===== src/rtl/dad_pkg.sv =====
// ----------------------------------------------------------------------------
// dad_pkg: shared constants and types
// Widths, command and status codes, and the controller/datapath bundles.
// ----------------------------------------------------------------------------
`default_nettype none
package dad_pkg;
    localparam int CAPACITY   = 1024;
    localparam int ELEM_WIDTH = 32;
    localparam int AW = $clog2(CAPACITY);
    localparam int CW = AW + 1;

    localparam logic [1:0] CMD_INSERT    = 2'd0;
    localparam logic [1:0] CMD_REMOVE    = 2'd1;
    localparam logic [1:0] CMD_READ      = 2'd2;
    localparam logic [1:0] CMD_OVERWRITE = 2'd3;

    localparam logic [1:0] ST_OK   = 2'd0;
    localparam logic [1:0] ST_BAD  = 2'd1;
    localparam logic [1:0] ST_FULL = 2'd2;

    // memory operation issued by the controller
    typedef struct packed {
        logic          rd_en;
        logic          rd_back;   // 1: back store, 0: front store
        logic [AW-1:0] rd_addr;
        logic          wr_en;
        logic          wr_back;
        logic [AW-1:0] wr_addr;
        logic          wr_sel_in; // write data from item value, else scratch or read data
        logic          cap_res;   // capture read data as result
        logic          scr_wr;    // write read data into scratch
        logic [AW-1:0] scr_addr;
        logic          scr_rd;    // read scratch at scr_addr
        logic          wr_sel_scr;
    } t_cmd;

    typedef struct packed {
        logic [ELEM_WIDTH-1:0] rd_data;
    } t_stat;
endpackage
`default_nettype wire


===== src/rtl/dad_if.sv =====
// ----------------------------------------------------------------------------
// dad_in_if / dad_out_if: valid/ready channels
// Input command channel and result channel.
// ----------------------------------------------------------------------------
`default_nettype none
interface dad_in_if;
    logic        valid;
    logic        ready;
    logic [1:0]  cmd;
    logic [10:0] pos;
    logic [31:0] value;
    modport source (output valid, cmd, pos, value, input ready);
    modport sink   (input valid, cmd, pos, value, output ready);
endinterface

interface dad_out_if;
    logic        valid;
    logic        ready;
    logic [31:0] value_out;
    logic [1:0]  status;
    logic [10:0] count;
    modport source (output valid, value_out, status, count, input ready);
    modport sink   (input valid, value_out, status, count, output ready);
endinterface
`default_nettype wire


===== src/rtl/dad_ctrl.sv =====
// ----------------------------------------------------------------------------
// dad_ctrl: command sequencer
// Checks positions, runs shifts and rebalance sweeps, forms the result.
// ----------------------------------------------------------------------------
`default_nettype none
module dad_ctrl (
    input  wire                 i_clk,
    input  wire                 i_rst_n,
    dad_in_if.sink              s_in,
    dad_out_if.source           m_out,
    output dad_pkg::t_cmd       o_cmd,
    output wire [31:0]          o_value,
    input  wire dad_pkg::t_stat i_stat
);
    localparam int AW = dad_pkg::AW;
    localparam int CW = dad_pkg::CW;
    localparam logic [3:0] S_IDLE = 4'd0, S_SHIFT = 4'd1, S_SHW = 4'd2,
                           S_ACC = 4'd3, S_ACCW = 4'd4, S_CHK = 4'd5,
                           S_GATH = 4'd6, S_GATW = 4'd7, S_DIST = 4'd8,
                           S_DISW = 4'd9, S_OUT = 4'd10;

    logic [3:0]  r_st, n_st;
    logic [1:0]  r_op, n_op;
    logic [CW-1:0] r_f, r_b, n_f, n_b;
    logic [CW-1:0] r_i, r_k, n_i, n_k;  // sweep index, target index
    logic        r_side, n_side;        // 1: back store
    logic [31:0] r_val, r_res, n_val, n_res;
    logic [1:0]  r_status, n_status;
    logic        r_ovalid, n_ovalid;
    logic        w_acc;
    logic [CW-1:0] w_n, w_nf, w_p, w_fi;
    logic [CW+1:0] w_3f, w_3b;

    assign w_acc = s_in.valid && s_in.ready;
    assign w_n  = r_f + r_b;
    assign w_nf = w_n >> 1;
    assign w_p  = s_in.pos;
    assign w_3f = {2'b00, r_f} + {1'b0, r_f, 1'b0};
    assign w_3b = {2'b00, r_b} + {1'b0, r_b, 1'b0};
    assign w_fi = r_f - 1'b1 - r_i;   // front entry of position r_i

    assign s_in.ready      = (r_st == S_IDLE) && !r_ovalid;
    assign m_out.valid     = r_ovalid;
    assign m_out.value_out = r_res;
    assign m_out.status    = r_status;
    assign m_out.count     = w_n;
    assign o_value         = r_val;

    always_comb begin
        n_st = r_st;
        n_f = r_f; n_b = r_b; n_i = r_i; n_k = r_k;
        n_op = r_op; n_side = r_side; n_val = r_val; n_res = r_res;
        n_status = r_status;
        n_ovalid = r_ovalid;
        if (m_out.valid && m_out.ready) n_ovalid = 1'b0;
        o_cmd = '0;
        case (r_st)
            S_IDLE: begin
                if (w_acc) begin
                    n_op = s_in.cmd; n_val = s_in.value; n_res = '0;
                    n_status = dad_pkg::ST_OK;
                    if (s_in.cmd == dad_pkg::CMD_INSERT) begin
                        if (w_p > w_n) begin
                            n_status = dad_pkg::ST_BAD; n_ovalid = 1'b1;
                        end else if (w_n >= CW'(dad_pkg::CAPACITY)) begin
                            n_status = dad_pkg::ST_FULL; n_ovalid = 1'b1;
                        end else begin
                            n_st = S_SHIFT;
                        end
                        if (w_p < r_f) begin
                            n_side = 1'b0; n_i = r_f; n_k = r_f - w_p;
                        end else begin
                            n_side = 1'b1; n_i = r_b; n_k = w_p - r_f;
                        end
                    end else begin
                        if (w_p >= w_n) begin
                            n_status = dad_pkg::ST_BAD; n_ovalid = 1'b1;
                        end else begin
                            n_st = S_ACC;
                        end
                        if (w_p < r_f) begin
                            n_side = 1'b0; n_i = r_f - 1'b1 - w_p;
                            n_k = r_f - 1'b1 - w_p;
                        end else begin
                            n_side = 1'b1; n_i = w_p - r_f; n_k = w_p - r_f;
                        end
                    end
                end
            end
            // insert: move entries i-1 -> i down to k, then write
            S_SHIFT: begin
                if (r_i == r_k) begin
                    o_cmd.wr_en = 1'b1; o_cmd.wr_back = r_side;
                    o_cmd.wr_addr = r_k[AW-1:0]; o_cmd.wr_sel_in = 1'b1;
                    if (r_side) n_b = r_b + 1'b1; else n_f = r_f + 1'b1;
                    n_st = S_CHK;
                end else begin
                    o_cmd.rd_en = 1'b1; o_cmd.rd_back = r_side;
                    o_cmd.rd_addr = AW'(r_i - 1'b1);
                    n_st = S_SHW;
                end
            end
            S_SHW: begin
                o_cmd.wr_en = 1'b1; o_cmd.wr_back = r_side;
                o_cmd.wr_addr = r_i[AW-1:0];
                n_i = r_i - 1'b1;
                n_st = S_SHIFT;
            end
            // access: read entry k, then per op
            S_ACC: begin
                o_cmd.rd_en = 1'b1; o_cmd.rd_back = r_side;
                o_cmd.rd_addr = r_i[AW-1:0];
                n_st = S_ACCW;
            end
            S_ACCW: begin
                if (r_i == r_k) begin
                    o_cmd.cap_res = 1'b1;
                    n_res = i_stat.rd_data;
                end
                if (r_op == dad_pkg::CMD_OVERWRITE) begin
                    o_cmd.wr_en = 1'b1; o_cmd.wr_back = r_side;
                    o_cmd.wr_addr = r_k[AW-1:0]; o_cmd.wr_sel_in = 1'b1;
                    n_st = S_OUT;
                end else if (r_op == dad_pkg::CMD_READ) begin
                    n_st = S_OUT;
                end else begin
                    // remove: entry i -> i-1
                    if (r_i != r_k) begin
                        o_cmd.wr_en = 1'b1; o_cmd.wr_back = r_side;
                        o_cmd.wr_addr = AW'(r_i - 1'b1);
                    end
                    if (r_i + 1'b1 >= (r_side ? r_b : r_f)) begin
                        if (r_side) n_b = r_b - 1'b1; else n_f = r_f - 1'b1;
                        n_st = S_CHK;
                    end else begin
                        n_i = r_i + 1'b1;
                        n_st = S_ACC;
                    end
                end
            end
            S_CHK: begin
                n_i = '0;
                if ((w_3f < {2'b00, r_b}) || (w_3b < {2'b00, r_f})) n_st = S_GATH;
                else n_st = S_OUT;
            end
            // gather list order into scratch
            S_GATH: begin
                if (r_i == w_n) begin
                    n_i = '0; n_st = S_DIST;
                end else begin
                    o_cmd.rd_en = 1'b1;
                    o_cmd.rd_back = (r_i >= r_f);
                    o_cmd.rd_addr = (r_i < r_f) ? w_fi[AW-1:0] : AW'(r_i - r_f);
                    n_st = S_GATW;
                end
            end
            S_GATW: begin
                o_cmd.scr_wr = 1'b1; o_cmd.scr_addr = r_i[AW-1:0];
                n_i = r_i + 1'b1; n_st = S_GATH;
            end
            S_DIST: begin
                if (r_i == w_n) begin
                    n_f = w_nf; n_b = w_n - w_nf; n_st = S_OUT;
                end else begin
                    o_cmd.scr_rd = 1'b1; o_cmd.scr_addr = r_i[AW-1:0];
                    n_st = S_DISW;
                end
            end
            S_DISW: begin
                o_cmd.wr_en = 1'b1; o_cmd.wr_sel_scr = 1'b1;
                o_cmd.wr_back = (r_i >= w_nf);
                o_cmd.wr_addr = (r_i < w_nf) ? AW'(w_nf - 1'b1 - r_i)
                                             : AW'(r_i - w_nf);
                n_i = r_i + 1'b1; n_st = S_DIST;
            end
            S_OUT: begin
                n_ovalid = 1'b1;
                n_st = S_IDLE;
            end
            default: n_st = S_IDLE;
        endcase
    end

    always_ff @(posedge i_clk) begin
        if (!i_rst_n) begin
            r_st <= S_IDLE; r_f <= '0; r_b <= '0; r_ovalid <= 1'b0;
        end else begin
            r_st <= n_st; r_f <= n_f; r_b <= n_b; r_ovalid <= n_ovalid;
        end
    end

    always_ff @(posedge i_clk) begin
        r_i <= n_i; r_k <= n_k;
        r_op <= n_op; r_side <= n_side; r_val <= n_val; r_res <= n_res;
        r_status <= n_status;
    end
endmodule
`default_nettype wire

===== src/flat_wrapper.sv =====
// flat-port wrapper written by rule: the top's interface ports become plain ports
module dad_ctrl_flat 
  (i_clk, i_rst_n, o_cmd, o_value, i_stat, s_in_valid, s_in_cmd, s_in_pos, s_in_value, s_in_ready, m_out_valid, m_out_value_out, m_out_status, m_out_count, m_out_ready);
  dad_in_if s_in_i ();
  dad_out_if m_out_i ();
  input  wire i_clk;
  input  wire i_rst_n;
  output dad_pkg::t_cmd o_cmd;
  output wire [31:0] o_value;
  input  wire dad_pkg::t_stat i_stat;
  input wire logic [$bits(s_in_i.valid)-1:0] s_in_valid;
  input wire logic [$bits(s_in_i.cmd)-1:0] s_in_cmd;
  input wire logic [$bits(s_in_i.pos)-1:0] s_in_pos;
  input wire logic [$bits(s_in_i.value)-1:0] s_in_value;
  output wire logic [$bits(s_in_i.ready)-1:0] s_in_ready;
  output wire logic [$bits(m_out_i.valid)-1:0] m_out_valid;
  output wire logic [$bits(m_out_i.value_out)-1:0] m_out_value_out;
  output wire logic [$bits(m_out_i.status)-1:0] m_out_status;
  output wire logic [$bits(m_out_i.count)-1:0] m_out_count;
  input wire logic [$bits(m_out_i.ready)-1:0] m_out_ready;
  assign s_in_i.valid = s_in_valid;
  assign s_in_i.cmd = s_in_cmd;
  assign s_in_i.pos = s_in_pos;
  assign s_in_i.value = s_in_value;
  assign s_in_ready = s_in_i.ready;
  assign m_out_valid = m_out_i.valid;
  assign m_out_value_out = m_out_i.value_out;
  assign m_out_status = m_out_i.status;
  assign m_out_count = m_out_i.count;
  assign m_out_i.ready = m_out_ready;
  dad_ctrl u_core (.i_clk(i_clk), .i_rst_n(i_rst_n), .s_in(s_in_i), .m_out(m_out_i), .o_cmd(o_cmd), .o_value(o_value), .i_stat(i_stat));
endmodule

===== config.mk =====
export PLATFORM = sky130hd
export DESIGN_NAME = dad_ctrl_flat
export DESIGN_NICKNAME = d
export VERILOG_FILES = /design/src/rtl/dad_pkg.sv /design/src/rtl/dad_if.sv /design/src/rtl/dad_ctrl.sv /design/src/flat_wrapper.sv
export SDC_FILE = /design/constraint.sdc
export NUM_CORES = 1
export LEC_CHECK = 0
export BUFFER_PORTS_ARGS = -buffer_cell sky130_fd_sc_hd__buf_2
export CAP_MARGIN = 5
export CORE_ASPECT_RATIO = 1.75
export CORE_MARGIN = 5
export CORE_UTILIZATION = 40
export CTS_BUF_LIST = sky130_fd_sc_hd__clkbuf_8
export DETAILED_ROUTE_END_ITERATION = 12
export RECOVER_POWER = 50
export SKIP_CTS_REPAIR_TIMING = 1
export SLEW_MARGIN = 15
export SYNTH_ARGS = -nofsm -noshare
export SYNTH_HDL_FRONTEND = slang
export SYNTH_SLANG_ARGS = --single-unit
export TNS_END_PERCENT = 30

===== constraint.sdc =====
create_clock -name i_clk -period 7.06 [get_ports i_clk]
set_clock_uncertainty 0.1 [all_clocks]
set_input_delay 0.706 -clock i_clk [delete_from_list [all_inputs] [get_ports i_clk]]
set_output_delay 0.706 -clock i_clk [all_outputs]
set_load 0.05 [all_outputs]

==> results of run 1 <==
==> per-layer routing <==
layer,vias up,wire length [um],GRT usage
li1,6326,-,-
met1,6494,20480,0.3197
met2,706,28170,0.5160
met3,240,3951,0.04144
met4,2,5635,0.2454
met5,-,9,0
==> how the worst min path moves through the flow <==
stage,cells after the start,to,slack [ps],from
after detailed placement,2,u_core.r_st[3]$_SDFFE_PN0P_,570,u_core.r_st[1]$_SDFFE_PN0P_
after floorplan,2,u_core.r_f[5]$_SDFFE_PN0P_,440,u_core.r_f[5]$_SDFFE_PN0P_
after global placement,3,u_core.r_b[10]$_SDFFE_PN0P_,560,u_core.r_b[10]$_SDFFE_PN0P_
after CTS,1,u_core.o_value[21]$_DFFE_PP_,250,s_in_value[21]
after global routing,1,u_core.o_value[10]$_DFFE_PP_,260,s_in_value[10]
final,1,u_core.o_value[13]$_DFFE_PP_,270,s_in_value[13]
==> where the power goes <==
| part | switching (mW) | internal [mW] |
|---|---|---|
| Sequential | 0.279 | 1.09 |
| Combinational | 4.72 | 2.46 |
| Clock | 0.330 | 0.343 |
| Total | 5.33 | 3.89 |
==> critical path, stage by stage (launching register included) <==
cell      delay (ps)
dfxtp_1          480
fa_1             540
a211oi_2         280
or2_2            200
nand2b_1          60
a21oi_1          220
xor2_1           430
inv_1            160
ha_1             500
o21a_1           170
nor2_1            40
inv_1             70
a31oi_1          120
a41oi_2          690
mux2_2           410
a21oi_1          170
xor2_1            90
o21ai_0          150
buf_2            310
==> sequential cells by signal, summed over array words and instances (netlist names) <==
name and count:
u_core.m_out.status 2, u_core.m_out.valid 1, u_core.m_out.value_out 32, u_core.o_value 32, u_core.r_b 11, u_core.r_f 11, u_core.r_i 11, u_core.r_k 11
u_core.r_op 2, u_core.r_side 1, u_core.r_st 4
==> cells by family after synthesis <==
| group | after synthesis |
|---|---|
| fa+ha+maj | 187 |
| compound gates | 508 |
| flops | 118 |
| mux | 21 |
| buf+inv | 170 |
| xor+xnor | 125 |
| simple gates | 489 |
==> cell type report <==
class / count / area (sq um)
Multi-Input combinational cell: 1330 / 9538
Inverter: 96 / 362.8
Fill cell: 3410 / 18200
Antenna cell: 1 / 2.502
Tap cell: 455 / 569.3
Clock buffer: 17 / 234.0
Clock inverter: 14 / 158.9
Timing Repair Buffer: 236 / 1177
Sequential cell: 118 / 3273
==> placed cells by master, fill, tap and decap left out, drive strengths merged, types with 7 or more instances in the layout <==
| cell type | count |
|---|---|
| a22oi | 7 |
| ha | 176 |
| clkbuf | 90 |
| a311oi | 8 |
| and2 | 46 |
| or3 | 15 |
| fa | 11 |
| nand2 | 121 |
| nand4 | 15 |
| o211ai | 18 |
| dfxtp | 27 |
| o311ai | 7 |
| mux2i | 19 |
| xnor2 | 84 |
| a221oi | 13 |
| inv | 95 |
| nor4 | 13 |
| o22ai | 14 |
| clkinv | 8 |
| nor3 | 44 |
| nor2 | 119 |
| nand2b | 23 |
| o31ai | 11 |
| o21ai | 128 |
| buf | 163 |
| xor2 | 40 |
| or2 | 7 |
| nor2b | 27 |
| and3 | 7 |
| a21oi | 120 |
| a21o | 33 |
| nand3 | 34 |
| a21boi | 11 |
| o221ai | 11 |
| edfxtp | 91 |
| a211oi | 25 |
| a31oi | 32 |
| o21a | 12 |
==> metrics.md, run 1 <==
| Metric | Value |
|---|---|
| DRC Markers | 0 |
| Worst-Margin Slew | 2872 ps |
| Share of cells above drive strength 1 | 0.1253 |
| Die area | 37590 sq um |
| Worst flop-to-flop path endpoint | u_core.r_b[9]$_SDFFE_PN0P_ |
| Die W | between 100 and 150 um |
| Ratio of final minimum period to clock period | 0.9075 |
| VDD IR-drop max | 242.9 uV |
| Max_cap viols | 2 |
| Syn_nets | ~1900 |
| Hold Vio Cnt, Final | 0 |
| Setup crit start kind | flip-flop |
| Crit. Startpoint | u_core.r_b[1]$_SDFFE_PN0P_ |
| Synth top area share | 0.2029 |
| CTS buffer count | 17 |
| GRT overflow | 0 |
| HPWL Detailed | 46290 um |
| First-pass GRT wire length | 83300 um |
| I/O pins | 199 |
| Largest net degree at the start of global routing | 52 |
| Post-DP Area | 15020 sq um |
| Number of synthesized register bits | 118 |
| Synth area leader | edfxtp_1 |
| Setup crit end | o_cmd[21] |
| Final Cell Area | about 15000 sq um |
| Worst Path Required | between 6000 and 7000 ps |
| Most common cell in the synthesized netlist | ha_1 |
| Leak pwr | 6.441 nW |
| Hold WS | 271.4 ps |
| Root Driver | clkbuf_8 |
| Initial antenna violation count | 2 |
| FF-to-FF path depth | 15 |
| I/O Buffers | 198 |
| Clk buf depth | 2 |
| Top cells by area, synth | edfxtp_1 (20%), ha_1 (16%), xnor2_1 (5.4%) |
| Synth Area in Compound Gates | 0.2463 |
| Final Setup Violations | 0 |
| Type of the worst setup path | flip-flop to primary output |
| Initial Util | 0.4019 |
| CTS H-tree depth | 4 |
| Area growth syn-to-layout | 13.70% |
| Post-place setup slack | roughly 1200 ps |
| Outcome | complete, but fails checks |
| Fin util | 0.4569 |
| Final ANT Viol Nets | 0 |
| TNS Setup | 0 ps |
| Synth async-reset ratio | 0 |
| PwrDens | 602.1 nW/um^2 |
| Pre-Repair DR Iteration Count | 5 |
| RSZ-0062 raised after global routing | no |
| Register area share after synthesis | 0.2430 |
| Worst r2r src | u_core.r_st[3]$_SDFFE_PN0P_ |
| Final nets | slightly above 2000 |
| Xor and xnor area share after synthesis | 0.08285 |
| Worst Path Max Fanout | 15 |
| Slew HR | -0.9145 |
| Max Fclk | approximately 0.16 GHz |
| Critical path capture point type | primary output |
| TritonCTS clock tree | built |
| Largest family of logic cells by synthesized area | compound AO/OA/AOI/OAI gates |
| Dpl cells | 2235 |
| Fin cells | 2267 |
| Total number of vias | 13770 |
| Final setup margin | 652.8 ps |
| Initial DRC Count | about 1200 |
| Simple-gate share of the synthesized area | 0.1814 |
| Vias in the first global route | approximately 13000 |
| WP data arrival | approximately 5600 ps |
| Core Region | 33520 sq um |
| Adder-Cell Fraction of Synth Area | 0.1798 |
| Drt via density | 6.073 |
| Clock transition at path regs | 80 ps |
| Placer congestion estimate | between 0.9 and 1 |
| Sink Count | about 120 |
| Yosys Warn Count | 0 |
| Die height | 252.8 um |
| Worst-Skew Late Latency | around 500 ps |
| R2r setup slk | approximately 1500 ps |
| Mean Syn Cell Area | 8.325 sq um |
| Most frequent cells after synthesis | ha_1 (176), o21ai_0 (122), nand2_1 (120), a21oi_1 (119), nor2_1 (118) |
| Library cells used by synthesis | 90 |
| Post-synth top flop | edfxtp_1 |
| Min Tclk post-route | 6407 ps |
| Synthesized cell area | between 10000 and 15000 sq um |
| Final Power | 9.222 mW |
| Worst Hold Class | input port to flip-flop |
| Cells after Synth | 1618 |
| Routed WL | 58240 um |
| EDFF count, synth | 91 |
| Mux cell area share after synthesis | 0.01579 |
| Failing checks | max-capacitance violations, max-slew violations |
| Total track usage | 0.2985 |
| Final Max Slew Viols | 103 |
| Avg WL per Cell | 25.69 um |
| FP Rows | 89 |
Power figures use the tool's default switching activity.
==> inputs of run 2 (changes only) <==
CTS_BUF_LIST = sky130_fd_sc_hd__clkbuf_2   (was sky130_fd_sc_hd__clkbuf_8)
==> metrics.md, run 2 (synthesis gave the netlist of run 1 again) <==
| Metric | Value |
|---|---|
| Worst-Skew Late Latency | 880 ps |
| FP Rows | 89 |
| Pre-Repair DR Iteration Count | 6 |
| WP data arrival | a little under 6000 ps |
| Buf+Inv Stages, Crit Path | 3 |
| Drt via density | 6.023 |
| I/O Buffers | 198 |
| Min Tclk post-route | 6657 ps |
| Area occupied by multi-input gates | 9549 sq um |
| Critical path capture point type | primary output |
| First-pass GRT wire length | between 80000 and 90000 um |
| Most common cell after layout, fill and taps aside | ha_1 |
| Initial DRC Count | ~1200 |
| Root Driver | clkbuf_2 |
| I/O pins | between 150 and 200 |
| TNS Setup | 0 ps |
| Final nets | 2101 |
| Worst path top cell family by delay | compound AO/OA/AOI/OAI gates |
| Final ANT Viol Nets | 0 |
| Final setup margin | ~400 ps |
| Type of the worst setup path | flip-flop to primary output |
| Hold Vio Cnt, Final | 0 |
| Vias in the first global route | approximately 14000 |
| Worst Path Max Fanout | 15 |
| Core Region | 33520 sq um |
| Share of cells above drive strength 1 | 0.1236 |
| CTS buffer count | 17 |
| Post-place setup slack | 1239 ps |
| Die W | 148.7 um |
| Max Fclk | between 0.15 and 0.2 GHz |
| HPWL Detailed | 46290 um |
| Initial antenna violation count | 2 |
| PwrDens | around 580 nW/um^2 |
| Clk buf depth | 2 |
| Final Max Slew Viols | 103 |
| Placer congestion estimate | 0.9809 |
| Sink Count | between 100 and 150 |
| Die area | around 38000 sq um |
| Largest net degree at the start of global routing | between 50 and 60 |
| Worst Hold Class | input port to flip-flop |
| Slowest-stage cell, CP | a41oi_4 |
| Most frequent cells in the layout | ha_1 (176), buf_2 (129), o21ai_0 (121) |
| TritonCTS clock tree | built |
| Area growth syn-to-layout | 15.25% |
| DRC Markers | 0 |
| VDD IR-drop max | 237.6 uV |
| Routed WL | 58230 um |
| GRT overflow | 0 |
| Worst-Margin Slew | 2850 ps |
| Fin util | 0.4632 |
| Final Power | just over 9 mW |
| Worst Path Required | 6250 ps |
| Avg WL per Cell | 25.29 um |
| Failing checks | max-capacitance violations, max-slew violations |
| Max_cap viols | 2 |
| Final Setup Violations | 0 |
| Seq. cell area | 3273 sq um |
| Fillcell total | 3392 |
| Total number of vias | 13870 |
| Outcome | complete, but fails checks |
| Leak pwr | 6.538 nW |
| Crit-path cells | fa_1 > a211oi_2 > or2_2 > nand2b_1 > a21oi_1 > xor2_1 > inv_1 > ha_1 > o21a_1 > nor2_1 > inv_1 > a31oi_1 > a41oi_4 > mux2_2 > a21oi_1 > xor2_1 > o21ai_0 > buf_2 |
| CP peak stage delay | 540 ps |
| Ratio of final minimum period to clock period | 0.9429 |
| Initial Util | 0.4019 |
| Total track usage | 0.2968 |
| Setup crit start kind | flip-flop |
| Die height | 252.8 um |
| CTS H-tree depth | 4 |
| Slew HR | -0.9002 |
| Clock transition at path regs | about 240 ps |
run 2: cell types whose count changed in the layout (fill, tap and decap cells not counted):
cell / change
buf_2: +1
diode_2: +2
dlygate4sd3_1: +34
a41oi_2: -1
clkbuf_8: -17
clkbuf_2: +17
a41oi_4: +1
clkbuf_1: -1
run 2: through the flow:
step,cell area [sq um],hold slack (ps),std cells
3_3_place_gp,15020,560.7,2235
2_1_floorplan,13470,437.4,1618
4_1_cts,15260,-139.2,2266
3_5_place_dp,15020,567.0,2235
5_1_grt,15520,-20.92,2302
6_report,15520,2.600,2303
run 2: routing by layer:
| layer | vias to the layer above | GRT usage | wire (um) |
|---|---|---|---|
| li1 | 6397 | - | - |
| met1 | 6461 | 0.3185 | 20450 |
| met2 | 755 | 0.5151 | 28310 |
| met3 | 257 | 0.03911 | 3858 |
| met4 | 0 | 0.2415 | 5615 |
| met5 | - | 0 | 0 |
run 2: final cells by class:
cell class,instances,area share
inverter,96,0.02337
timing repair buffer,270,0.09784
clock inverter,14,0.01024
sequential,118,0.2108
multi-input combinational,1330,0.6151
clock buffer,17,0.005480
tap,455,0.03667
antenna,3,0.0004836
run 2: power by group:
part           internal, mW  leakage, nW  switching (mW)
logic                  2.47         5.30            4.70
registers              1.08         1.10           0.279
clock network         0.193        0.135           0.313
total                  3.75         6.54            5.30
run 2: final timing paths:
kind | to | slack [ps] | cells past startpoint | start
max | o_cmd[21] | 400 | 18 | u_core.r_f[1]$_SDFFE_PN0P_
min | u_core.m_out.value_out[31]$_SDFFCE_PN0P_ | 3 | 2 | i_stat[31]
max reg2reg | u_core.r_b[9]$_SDFFE_PN0P_ | 1450 | 15 | u_core.r_st[3]$_SDFFE_PN0P_
min reg2reg | u_core.r_b[10]$_SDFFE_PN0P_ | 590 | 3 | u_core.r_b[10]$_SDFFE_PN0P_
run 2: worst reg2reg max path, delay by kind of cell, from the launching register on:
family                   cells  cell delay [ps]
adder cells (fa/ha/maj)      1              490
buffers and inverters        3             2270
AO/OA/AOI/OAI                6             1280
XOR/XNOR                     1              150
AND/OR/NAND/NOR              4              920
flip-flops                   1              340
==> inputs of run 3 (changes only) <==
CORE_UTILIZATION = 57   (was 40)
PLACE_DENSITY = 0.8   (was default)
==> metrics.md, run 3 (synthesis gave the netlist of run 1 again) <==
| Metric | Value |
|---|---|
| Total number of vias | about 14000 |
| Max_cap viols | 1 |
| FF-to-FF path depth | 18 |
| Core Region | around 23000 sq um |
| Final ANT Viol Nets | 0 |
| Worst Hold Class | input port to flip-flop |
| Fin cells | 2138 |
| Switching Power | about 5.2 mW |
| P_int | about 3.7 mW |
| Fillcell total | between 2000 and 2500 |
| Placer congestion estimate | 1.079 |
| Final Cell Area | 15230 sq um |
| Post-DP Area | 14730 sq um |
| Setup crit end | o_cmd[21] |
| R2r setup slk | 2080 ps |
| Hold Vio Cnt, Final | 0 |
| Outcome | complete, but fails checks |
| Worst flop-to-flop path endpoint | u_core.r_st[3]$_SDFFE_PN0P_ |
| Die area | 26930 sq um |
| CP peak stage delay | 560 ps |
| Most frequent cells in the layout | ha_1 (176), buf_2 (129), o21ai_0 (120), nand2_1 (120), a21oi_1 (119) |
| Clock transition at path regs | 230 ps |
| Worst-Margin Slew | 2806 ps |
| Routed WL | 53770 um |
| Min Tclk post-route | 6720 ps |
| Type of the worst setup path | flip-flop to primary output |
| First-pass GRT wire length | 78070 um |
| Clk buf depth | 2 |
| Buf+Inv Stages, Crit Path | 3 |
| Vias in the first global route | between 10000 and 15000 |
| Worst Path Max Fanout | 15 |
| Die height | 213.4 um |
| Dpl cells | a little over 2000 |
| Failing checks | max-capacitance violations, max-slew violations |
| Initial antenna violation count | 1 |
| CP Depth | 18 |
| Drt via density | 6.615 |
| Leak pwr | 6.478 nW |
| Crit-path cells | fa_1 > a211oi_2 > or2_2 > nand2b_1 > a21oi_1 > xor2_1 > inv_1 > ha_1 > o21a_1 > nor2_1 > inv_1 > a31oi_1 > a41oi_4 > mux2_2 > a21oi_1 > xor2_1 > o21ai_0 > buf_2 |
| Pre-Repair DR Iteration Count | 6 |
| Share of cells above drive strength 1 | 0.1189 |
| WP data arrival | 5910 ps |
| Ratio of final minimum period to clock period | 0.9519 |
| VDD IR-drop max | 269.4 uV |
| TritonCTS clock tree | built |
| Slew HR | -0.8706 |
| Switching Share | 0.5827 |
| I/O pins | 199 |
| FP Rows | 74 |
| Worst Path Required | 6250 ps |
| Die W | 126.2 um |
| Avg WL per Cell | around 25 um |
| TNS Setup | 0 ps |
| Final Max Slew Viols | 50 |
| Crit. Startpoint | u_core.r_f[1]$_SDFFE_PN0P_ |
| CTS H-tree depth | 4 |
| Most common cell after layout, fill and taps aside | ha_1 |
| Root Driver | clkbuf_2 |
| Worst-Skew Late Latency | 850 ps |
| Initial Util | 0.5773 |
| Final nets | 2089 |
| Reg power frac | 0.162 |
| I/O Buffers | 198 |
| Final Power | 8.918 mW |
| Max Fclk | 0.1488 GHz |
| Clock share of power | 0.055 |
| RSZ-0062 raised after global routing | no |
| Largest net degree at the start of global routing | 50 |
| Worst r2r src | u_core.r_f[1]$_SDFFE_PN0P_ |
| Area growth syn-to-layout | 13.06% |
| HPWL Detailed | 41550 um |
| DRC Markers | 0 |
| GRT overflow | 0 |
| PwrDens | 585.6 nW/um^2 |
| Final Setup Violations | 0 |
| Total track usage | 0.3820 |
| Sink Count | 118 |
| CTS buffer count | 17 |
| Logic gate share of total power | 0.783 |
| Setup crit start kind | flip-flop |
| Worst path top cell family by delay | compound AO/OA/AOI/OAI gates |
| Slowest-stage cell, CP | a41oi_4 |
| Initial DRC Count | between 1500 and 2000 |
| Critical path capture point type | primary output |
-- run 3: cell types whose count changed in the layout (fill, tap and decap cells not counted), moves of 2 or more --
cell,change
buf_4,-11
clkbuf_2,+2
clkinv_1,-3
diode_2,-2
o21ai_1,+2
-- run 3: worst register-to-register path: stages (launching register included) --
cell and delay, ps:
dfxtp_1 690, inv_1 350, ha_1 380, a21o_1 170, a21oi_1 240, nor2_1 70, o21a_1 200, o211ai_1 260
nand2b_1 90, a21oi_1 170, xor2_1 90, ha_1 310, nand4_1 120, a221o_1 300, o2111a_1 130, o211ai_1 160
o311ai_0 420, a211o_1 380, a221oi_1 250
-- run 3: per-stage QoR --
step / hold slack, ps / worst slack [ps] / utilization
2_1_floorplan: 437.4 / 926.4 / -
3_3_place_gp: 549.6 / 1379 / 0.6315
3_5_place_dp: 561.9 / 1203 / 0.6315
4_1_cts: -132.9 / 221.4 / 0.6422
5_1_grt: 39.94 / 71.14 / 0.6527
6_report: 49.04 / 339.8 / 0.6527
-- run 3: layout make-up --
type | instances | area [sq um] | area share
clock inverter | 12 | 153.9 | 0.01011
tap | 304 | 380.4 | 0.02498
antenna | 1 | 2.502 | 0.0001643
multi-input combinational | 1330 | 9535 | 0.6261
timing repair buffer | 258 | 1426 | 0.09366
clock buffer | 19 | 95.09 | 0.006244
inverter | 96 | 362.8 | 0.02383
sequential | 118 | 3273 | 0.2149
-- run 3: worst min-delay path by stage --
stage / slack (ps) / from / depth (start not counted) / endpoint
final: 50 / i_stat[20] / 2 / u_core.m_out.value_out[20]$_SDFFCE_PN0P_
after global routing: 40 / i_stat[4] / 2 / u_core.m_out.value_out[4]$_SDFFCE_PN0P_
after CTS: -130 / s_in_value[23] / 1 / u_core.o_value[23]$_DFFE_PP_
after detailed placement: 560 / u_core.r_b[1]$_SDFFE_PN0P_ / 3 / u_core.r_b[1]$_SDFFE_PN0P_
after global placement: 550 / u_core.r_f[2]$_SDFFE_PN0P_ / 2 / u_core.r_f[2]$_SDFFE_PN0P_
after floorplan: 440 / u_core.r_f[5]$_SDFFE_PN0P_ / 2 / u_core.r_f[5]$_SDFFE_PN0P_
-- run 3: power by group through the flow --
stage               Clock (mW)  Sequential (mW)  Combinational [mW]
CTS                      0.491             1.41                6.80
global route             0.511             1.45                7.46
finish                   0.489             1.44                6.98
floorplan                    0             1.67                4.62
global placement             0             1.42                6.66
detailed placement           0             1.43                6.75
-- run 3: routing by layer --
metal,GRT usage,up-vias,share of wire
met2,0.6413,949,0.46
met3,0.07677,330,0.089
met5,0,-,0
li1,-,6368,-
met1,0.4044,6496,0.34
met4,0.3402,0,0.11
